<file path="src/design/atp_pkg.sv">
// ----------------------------------------------------------------------------
// atp_pkg
// Shared types and constants for the archive table-of-contents parser.
// ----------------------------------------------------------------------------
package atp_pkg;

  localparam int unsigned LEN_W      = 31;  // archive offsets and lengths
  localparam int unsigned PLEN_W     = 8;   // entry path length
  localparam int unsigned BLEN_W     = 24;  // entry body length
  localparam int unsigned MIN_HEADER = 20;  // fixed header part, in bytes
  localparam int unsigned ENTRY_SIZE = 4;   // bytes per table entry

  typedef enum logic [2:0] {
    PH_IDLE,
    PH_MAGIC,
    PH_HEADER,
    PH_SKIP,
    PH_TABLE,
    PH_HALT
  } phase_t;

  typedef enum logic [2:0] {
    ST_ENTRY,
    ST_DONE,
    ST_SHORT,
    ST_MAGIC,
    ST_GEOM,
    ST_OVERRUN
  } status_t;

  typedef struct packed {
    status_t             status;
    logic [LEN_W-1:0]    path_offset;
    logic [PLEN_W-1:0]   path_length;
    logic [LEN_W-1:0]    body_offset;
    logic [BLEN_W-1:0]   body_length;
  } result_t;

  // Archive signature, byte by byte
  function automatic logic [7:0] magic_byte(input logic [1:0] idx);
    logic [7:0] b;
    unique case (idx)
      2'd0:    b = 8'hFF;
      2'd1:    b = 8'h0E;
      2'd2:    b = 8'h67;
      default: b = 8'h67;
    endcase
    return b;
  endfunction

endpackage

</file>
<file path="src/design/atp_core.sv">
// ----------------------------------------------------------------------------
// atp_core
// Parse state and per-byte decode: magic check, header lengths, geometry
// check, header skip and table entry decode. One byte per step.
// ----------------------------------------------------------------------------
module atp_core (
  input  logic                        clk,
  input  logic                        rst_n,
  input  logic                        step,
  input  logic [7:0]                  data_byte,
  input  logic                        first,
  input  logic [atp_pkg::LEN_W-1:0]   archive_length,
  output logic                        res_valid,
  output atp_pkg::result_t            res
);

  localparam int unsigned LW = atp_pkg::LEN_W;

  atp_pkg::phase_t phase_r, phase_nxt, ph_e;

  logic [LW-1:0]  cnt_r, cnt_nxt, cnt_e;     // archive offset (header and skip)
  logic [23:0]    hw_r, hw_nxt, hw_e;        // partial big-endian word
  logic [LW-1:0]  hl_r, hl_nxt, hl_e;        // header length
  logic [LW-1:0]  tl_r, tl_nxt, tl_e;        // table length
  logic [LW-1:0]  prl_r, prl_nxt, prl_e;     // path region length
  logic [LW-1:0]  brl_r, brl_nxt, brl_e;     // body region length
  logic [LW:0]    p0_r, p0_nxt, p0_e;        // path region start
  logic [LW+1:0]  b0_r, b0_nxt, b0_e;        // body region start
  logic [LW-1:0]  pc_r, pc_nxt, pc_e;        // path bytes used
  logic [LW-1:0]  bc_r, bc_nxt, bc_e;        // body bytes used
  logic [LW-1:0]  eb_r, eb_nxt, eb_e;        // table bytes consumed

  logic [31:0]    word;
  logic [LW+2:0]  b_end;
  logic           geom_bad;
  logic [7:0]     plen;
  logic [23:0]    blen;
  logic [LW:0]    p_end;
  logic [LW:0]    bd_end;
  logic [LW:0]    eb_next_end;

  // A first byte sees a freshly cleared parse
  assign ph_e  = first ? atp_pkg::PH_MAGIC : phase_r;
  assign cnt_e = first ? '0 : cnt_r;
  assign hw_e  = first ? '0 : hw_r;
  assign hl_e  = first ? '0 : hl_r;
  assign tl_e  = first ? '0 : tl_r;
  assign prl_e = first ? '0 : prl_r;
  assign brl_e = first ? '0 : brl_r;
  assign p0_e  = first ? '0 : p0_r;
  assign b0_e  = first ? '0 : b0_r;
  assign pc_e  = first ? '0 : pc_r;
  assign bc_e  = first ? '0 : bc_r;
  assign eb_e  = first ? '0 : eb_r;

  assign word = {hw_e, data_byte};
  assign plen = word[31:24];
  assign blen = word[23:0];

  // Regions must fit in order: table end, path end and body end within the archive
  assign b_end    = {1'b0, b0_e} + {3'b000, word[LW-1:0]};
  assign geom_bad = (hl_e < LW'(atp_pkg::MIN_HEADER))
                 || (p0_e > {1'b0, archive_length})
                 || (b0_e > {2'b00, archive_length})
                 || (b_end > {3'b000, archive_length});

  assign p_end       = {1'b0, pc_e} + {{(LW+1-8){1'b0}}, plen};
  assign bd_end      = {1'b0, bc_e} + {{(LW+1-24){1'b0}}, blen};
  assign eb_next_end = {1'b0, eb_nxt} + (LW+1)'(atp_pkg::ENTRY_SIZE);

  always_comb begin
    phase_nxt = phase_r;
    cnt_nxt   = cnt_r;
    hw_nxt    = hw_r;
    hl_nxt    = hl_r;
    tl_nxt    = tl_r;
    prl_nxt   = prl_r;
    brl_nxt   = brl_r;
    p0_nxt    = p0_r;
    b0_nxt    = b0_r;
    pc_nxt    = pc_r;
    bc_nxt    = bc_r;
    eb_nxt    = eb_r;
    res_valid = 1'b0;
    res       = '{status: atp_pkg::ST_ENTRY, default: '0};

    if (step) begin
      phase_nxt = ph_e;
      cnt_nxt   = cnt_e;
      hw_nxt    = hw_e;
      hl_nxt    = hl_e;
      tl_nxt    = tl_e;
      prl_nxt   = prl_e;
      brl_nxt   = brl_e;
      p0_nxt    = p0_e;
      b0_nxt    = b0_e;
      pc_nxt    = pc_e;
      bc_nxt    = bc_e;
      eb_nxt    = eb_e + LW'(1);

      if (first && (archive_length < LW'(atp_pkg::MIN_HEADER))) begin
        phase_nxt  = atp_pkg::PH_HALT;
        res_valid  = 1'b1;
        res.status = atp_pkg::ST_SHORT;
        eb_nxt     = eb_e;
      end else begin
        unique case (ph_e)
          atp_pkg::PH_MAGIC: begin
            eb_nxt  = eb_e;
            cnt_nxt = cnt_e + LW'(1);
            if (data_byte != atp_pkg::magic_byte(cnt_e[1:0])) begin
              phase_nxt  = atp_pkg::PH_HALT;
              res_valid  = 1'b1;
              res.status = atp_pkg::ST_MAGIC;
            end else if (cnt_e[1:0] == 2'd3) begin
              phase_nxt = atp_pkg::PH_HEADER;
            end
          end

          atp_pkg::PH_HEADER: begin
            eb_nxt  = eb_e;
            cnt_nxt = cnt_e + LW'(1);
            hw_nxt  = word[23:0];
            if (cnt_e[1:0] == 2'd3) begin
              hw_nxt = '0;
              if (word[31]) begin
                phase_nxt  = atp_pkg::PH_HALT;
                res_valid  = 1'b1;
                res.status = atp_pkg::ST_GEOM;
              end else begin
                unique case (cnt_e[3:2])
                  2'd1: hl_nxt = word[LW-1:0];
                  2'd2: begin
                    tl_nxt = word[LW-1:0];
                    p0_nxt = {1'b0, hl_e} + {1'b0, word[LW-1:0]};
                  end
                  2'd3: begin
                    prl_nxt = word[LW-1:0];
                    b0_nxt  = {1'b0, p0_e} + {2'b00, word[LW-1:0]};
                  end
                  default: begin
                    // last header length completes the fixed header
                    brl_nxt = word[LW-1:0];
                    if (geom_bad) begin
                      phase_nxt  = atp_pkg::PH_HALT;
                      res_valid  = 1'b1;
                      res.status = atp_pkg::ST_GEOM;
                    end else if (tl_e < LW'(atp_pkg::ENTRY_SIZE)) begin
                      phase_nxt  = atp_pkg::PH_HALT;
                      res_valid  = 1'b1;
                      res.status = atp_pkg::ST_DONE;
                    end else if (hl_e == LW'(atp_pkg::MIN_HEADER)) begin
                      phase_nxt = atp_pkg::PH_TABLE;
                    end else begin
                      phase_nxt = atp_pkg::PH_SKIP;
                    end
                  end
                endcase
              end
            end
          end

          atp_pkg::PH_SKIP: begin
            eb_nxt  = eb_e;
            cnt_nxt = cnt_e + LW'(1);
            if (cnt_nxt >= hl_e) begin
              phase_nxt = atp_pkg::PH_TABLE;
            end
          end

          atp_pkg::PH_TABLE: begin
            hw_nxt = word[23:0];
            if (eb_nxt[1:0] == 2'd0) begin
              hw_nxt          = '0;
              res_valid       = 1'b1;
              res.path_offset = p0_e[LW-1:0] + pc_e;
              res.path_length = plen;
              res.body_offset = b0_e[LW-1:0] + bc_e;
              res.body_length = blen;
              if ((p_end > {1'b0, prl_e}) || (bd_end > {1'b0, brl_e})) begin
                phase_nxt  = atp_pkg::PH_HALT;
                res.status = atp_pkg::ST_OVERRUN;
              end else begin
                pc_nxt = p_end[LW-1:0];
                bc_nxt = bd_end[LW-1:0];
                if (eb_next_end > {1'b0, tl_e}) begin
                  phase_nxt  = atp_pkg::PH_HALT;
                  res.status = atp_pkg::ST_DONE;
                end else begin
                  res.status = atp_pkg::ST_ENTRY;
                end
              end
            end
          end

          default: begin
            // idle or halted: byte ignored
            eb_nxt = eb_e;
          end
        endcase
      end
    end
  end

  always_ff @(posedge clk) begin
    if (!rst_n) begin
      phase_r <= atp_pkg::PH_IDLE;
    end else begin
      phase_r <= phase_nxt;
    end
  end

  always_ff @(posedge clk) begin
    cnt_r <= cnt_nxt;
    hw_r  <= hw_nxt;
    hl_r  <= hl_nxt;
    tl_r  <= tl_nxt;
    prl_r <= prl_nxt;
    brl_r <= brl_nxt;
    p0_r  <= p0_nxt;
    b0_r  <= b0_nxt;
    pc_r  <= pc_nxt;
    bc_r  <= bc_nxt;
    eb_r  <= eb_nxt;
  end

endmodule

</file>
<file path="src/design/archive_toc_parser.sv">
// ----------------------------------------------------------------------------
// archive_toc_parser
// Streaming archive table-of-contents parser: checks the archive signature
// and header geometry, then reports absolute path and body extents per entry.
// ----------------------------------------------------------------------------
//  channel | direction | handshake           | payload
//  in_     | input     | in_valid/in_ready   | data_byte, first
//  out_    | output    | out_valid/out_ready | status, path/body offset+length
//  cfg_    | input     | cfg_wr_en           | archive_length (31 bits)
//
//  One byte per cycle while in_ready is high; each byte's transaction yields
//  its result (if any) in the output register on the following cycle.
//  The output register is the only buffer: a new byte is taken whenever it
//  is empty or being drained in the same cycle.
//  Synchronous active-low reset puts the parser in idle, awaiting a first byte.
// ----------------------------------------------------------------------------
module archive_toc_parser (
  input  logic                         clk,
  input  logic                         rst_n,

  input  logic                         in_valid,
  output logic                         in_ready,
  input  logic [7:0]                   in_data_byte,
  input  logic                         in_first,

  output logic                         out_valid,
  input  logic                         out_ready,
  output logic [2:0]                   out_status,
  output logic [atp_pkg::LEN_W-1:0]    out_path_offset,
  output logic [atp_pkg::PLEN_W-1:0]   out_path_length,
  output logic [atp_pkg::LEN_W-1:0]    out_body_offset,
  output logic [atp_pkg::BLEN_W-1:0]   out_body_length,

  input  logic                         cfg_wr_en,
  input  logic [atp_pkg::LEN_W-1:0]    cfg_wr_data
);

  logic [atp_pkg::LEN_W-1:0] archive_length_r;
  logic                      out_valid_r;
  atp_pkg::result_t          out_res_r;
  logic                      in_fire;
  logic                      res_valid;
  atp_pkg::result_t          res;

  assign in_ready = !out_valid_r || out_ready;
  assign in_fire  = in_valid && in_ready;

  always_ff @(posedge clk) begin
    if (!rst_n) begin
      archive_length_r <= '0;
    end else if (cfg_wr_en) begin
      archive_length_r <= cfg_wr_data;
    end
  end

  atp_core u_core (
    .clk            (clk),
    .rst_n          (rst_n),
    .step           (in_fire),
    .data_byte      (in_data_byte),
    .first          (in_first),
    .archive_length (archive_length_r),
    .res_valid      (res_valid),
    .res            (res)
  );

  always_ff @(posedge clk) begin
    if (!rst_n) begin
      out_valid_r <= 1'b0;
    end else if (in_fire && res_valid) begin
      out_valid_r <= 1'b1;
    end else if (out_ready) begin
      out_valid_r <= 1'b0;
    end
  end

  always_ff @(posedge clk) begin
    if (in_fire && res_valid) begin
      out_res_r <= res;
    end
  end

  assign out_valid       = out_valid_r;
  assign out_status      = out_res_r.status;
  assign out_path_offset = out_res_r.path_offset;
  assign out_path_length = out_res_r.path_length;
  assign out_body_offset = out_res_r.body_offset;
  assign out_body_length = out_res_r.body_length;

endmodule

</file>
<file path="config.mk">
export PLATFORM = sky130hd
export DESIGN_NAME = archive_toc_parser
export DESIGN_NICKNAME = d
export VERILOG_FILES = /design/src/design/atp_pkg.sv /design/src/design/atp_core.sv /design/src/design/archive_toc_parser.sv
export SDC_FILE = /design/constraint.sdc
export NUM_CORES = 2
export LEC_CHECK = 0
export BUFFER_PORTS_ARGS = -buffer_cell sky130_fd_sc_hd__buf_2
export CORE_MARGIN = 2
export CORE_UTILIZATION = 30
export CTS_CLUSTER_SIZE = 12
export DETAILED_ROUTE_END_ITERATION = 7
export GPL_TIMING_DRIVEN = 0
export PLACE_DENSITY_LB_ADDON = 0.1
export SYNTH_ARGS = -nofsm -noshare
export SYNTH_HDL_FRONTEND = slang
export SYNTH_SLANG_ARGS = --single-unit
</file>
<file path="constraint.sdc">
create_clock -name clk -period 19 [get_ports clk]
set_clock_uncertainty 0.1 [all_clocks]
set_input_delay 0.95 -clock clk [delete_from_list [all_inputs] [get_ports clk]]
set_output_delay 0.95 -clock clk [all_outputs]
set_load 0.05 [all_outputs]
</file>
==> flow_summary_export.csv <==
group,metric,value,unit
outcome,outcome,"finished, violations left",
outcome,violations,"capacitance limit, slew limit",
sta,finalCriticalPeriod,16210,ps
worst_setup_path,reg2reg_depth,24,
cts,numCtsBuffers,61,
worst_setup_path,path_common_cell,"buf_2",
sta,finalHoldViolCount,0,
sta,fin_tns_setup,0,ps
sta,rsz0062_at_grt,"false",
synthesis,synth-seq-area-share,0.364,
cts,cts_tree,"done",
sta,setup_viol,0,
cts,cts-root-buf,"clkbuf_16",
power_and_ir_drop,cellPowerDensity,75.3,nW/um^2
sta,max_freq,0.0617,GHz
detailed_routing,vias_per_cell,5.47,
min_path,hold_class,"reg2reg",
floorplanning,core-area,122000,sq um
worst_setup_path,cp.required,19320,ps
worst_setup_path,reg2reg_slack,8840,ps
power_and_ir_drop,leakage,17.4,nW
layout,final_core_util,0.345,
cts,insertion_delay,690,ps
detailed_routing,wl_met3,10100,um
worst_setup_path,worstSetupPathType,"in2reg",
synthesis,async_flop_share,0,
detailed_routing,m1WireLength,75600,um
global_route,antenna_found_initial,7,
synthesis,synth_edf_count,403,
worst_setup_path,path_max_fanout,10,
global_route,grt_pass1_wl,227000,um
synthesis,syn_nets,4580,
global_route,overflow,0,
sta,maxSlewViolCount,22,
floorplanning,die_h,355,um
floorplanning,initial_core_util,0.303,
floorplanning,io_pins,144,
layout,nFillCells,12700,
layout,area_growth,13.8,%
detailed_routing,antenna_left,0,
worst_setup_path,critPathMaxStageDelay,1220,ps
power_and_ir_drop,irDropWorstVdd,80.9,uV
worst_setup_path,r2r_end,"u_core.pc_r[25]",
place,place_inst,5922,
detailed_routing,wl_per_cell,26.7,um
sta,maxSlewHeadroom,-0.0779,
worst_setup_path,slowest_stage,"clkbuf_1",
worst_setup_path,cpLargestDelayFamily,"buffers and inverters",
synthesis,synth-seq-cells,469,
synthesis,synth_top_flop_cell,"edfxtp_1",
floorplanning,die_w,355,um
cts,post_cts_buffers,0,
detailed_routing,wl_met2,69700,um
detailed_routing,drcViolationCount,0,
min_path,holdPathStages,1,
worst_setup_path,critPathBufInv,11,
cts,clk_pin_slew,70,ps
cts,post_cts_resized,0,
cts,clock-sinks,469,
power_and_ir_drop,power,3.16,mW
synthesis,avgSynthCellArea,8.92,sq um
worst_setup_path,cp-end-kind,"register",
detailed_routing,first_iter_violations,3381,
place,post-dp-hpwl,126000,um
floorplanning,die-area,126000,sq um
synthesis,syn_inst,4141,
global_route,grt_pass1_vias,30900,
detailed_routing,routed.top_layer,"met4",
place,portBuffers,142,
min_path,hold_start,"u_core.eb_r[0]",
detailed_routing,vias,33000,
sta,tightest_slew,1620,ps
floorplanning,fp-row-count,128,
global_route,grt_max_degree,62,
synthesis,ys_warn_count,0,
run,cap_violations,2,
worst_setup_path,r2r_start,"u_core.hw_r[0]",
synthesis,yosysUniqueCellTypes,99,
cts,hold_buffers,0,
cts,clock_path_buffers,3,
place,place.gp.congestion,0.941,
worst_setup_path,cp.arrival,16530,ps
min_path,hold_path_end,"u_core.eb_r[0]",
synthesis,syn_area,36900,sq um
layout,drive_gt1_frac,0.0773,
layout,instances_no_fill,6039,
worst_setup_path,critPathLaunchType,"primary input",
layout,nets,4800,
detailed_routing,routed_wl,161000,um
detailed_routing,drtPass1Iterations,5,
cts,h-tree-depth,2,
sta,fin_crit_sh,0.853,
global_route,grtUsageTotal,0.250,
-- flip-flops by register name, summed over array words and instances (netlist names), 8 cells and up --
signal / count
archive_length_r: 31
out_body_length: 24
out_body_offset: 31
out_path_length: 8
out_path_offset: 31
u_core.b0_r: 33
u_core.bc_r: 31
u_core.brl_r: 31
u_core.cnt_r: 31
u_core.eb_r: 31
u_core.hl_r: 31
u_core.hw_r: 24
u_core.p0_r: 32
u_core.pc_r: 31
u_core.prl_r: 31
u_core.tl_r: 31
-- cells in the final DEF, fill, tap and decap left out, drive strengths merged, types with 69 or more instances in the layout --
cell type  synthesis  final
a21o             120    120
nand3            104    104
edfxtp           403    403
nand2            580    580
buf               35    191
inv              166    169
nor2             299    299
o21ai            340    340
nor3              69     69
ha               387    387
nor2b            199    199
xor2             135    135
clkbuf           136    219
a21oi            240    240
xnor2            168    168
-- area by class of cell --
cell class              count  area (sq um)  share of cell area
plain buffers             171           683              0.0163
clock buffers              82          1680              0.0399
multi-input cells        3334         22200               0.529
well taps                1625          2030              0.0484
repair buffers            157          1010              0.0242
diodes                      1          2.50           0.0000596
inverters                 167           627              0.0149
clock inverters            33           335             0.00798
flip-flops and latches    469         13400               0.320
-- kinds of logic (layout without fill, tap and decap cells) --
logic type | after synthesis | in the layout | synth area share
simple gates | 1557 | 1557 | 0.204
compound gates | 1005 | 1005 | 0.169
flops | 469 | 469 | 0.364
fa+ha+maj | 400 | 400 | 0.137
buf+inv | 338 | 610 | 0.0353
xor+xnor | 303 | 303 | 0.0719
mux | 69 | 69 | 0.0198
other cells | 0 | 1 | 0
-- stage by stage --
stage | hold slack (ps) | setup WS (ps) | cell area, sq um
after global placement | 392 | 455 | 39700
after detailed placement | 397 | 2630 | 40000
after CTS | 395 | 3320 | 42000
after floorplan | 353 | 7430 | 36900
after global routing | 431 | 3040 | 42000
final | 414 | 2790 | 42000
-- per-layer routing --
metal  track usage  vias to the layer above
met5             0                        -
met4        0.0891                        0
met3        0.0308                      194
met2         0.382                     1168
met1         0.360                    16100
li1              -                    15500
-- worst reg2reg max path, delay by kind of cell, from the launching register on --
kind	cells	cell delay [ps]
buffers and inverters	2	1230
XOR/XNOR	2	360
adder cells (fa/ha/maj)	2	840
AO/OA/AOI/OAI	8	2860
AND/OR/NAND/NOR	10	3940
flip-flops	1	560
-- cell usage after synthesis (24+ instances only) --
master / n / area (sq um)
or3_1: 24 / 150
a211oi_1: 26 / 195
edfxtp_1: 403 / 12100
nand2_1: 580 / 2180
and3_1: 59 / 369
nor2b_1: 198 / 1240
mux2_2: 26 / 293
o31ai_1: 24 / 180
ha_1: 387 / 4840
a21oi_1: 240 / 1200
dfxtp_1: 66 / 1320
a21o_1: 120 / 901
o21a_1: 36 / 270
a31oi_1: 28 / 175
nor4_1: 32 / 200
xnor2_1: 168 / 1470
o21ai_0: 324 / 1620
nand3_1: 102 / 510
inv_1: 164 / 616
o22ai_1: 28 / 175
mux2i_1: 38 / 380
clkbuf_1: 136 / 510
nor2_1: 297 / 1110
nand2b_1: 38 / 238
nor3_1: 67 / 335
nand4_1: 68 / 425
xor2_1: 135 / 1180
-- power breakdown --
part           total [mW]  switching [mW]  leakage (nW)  internal [mW]
clock network        1.22           0.522         0.988          0.698
logic               0.703           0.472          11.8          0.231
registers            1.24          0.0474          4.58           1.19
-- worst max-delay path by stage --
stage                    from  slack [ps]                  to  depth (start not counted)
finish               in_first        2790     u_core.pc_r[25]                         34
floorplan           out_ready        7430  out_body_length[0]                          8
detailed placement   in_first        2630     u_core.pc_r[25]                         34
CTS                  in_first        3320     u_core.pc_r[25]                         34
global route         in_first        3040     u_core.bc_r[24]                         34
global placement    out_ready         450  out_body_offset[0]                          9
(Power assumes the default switching activity.)
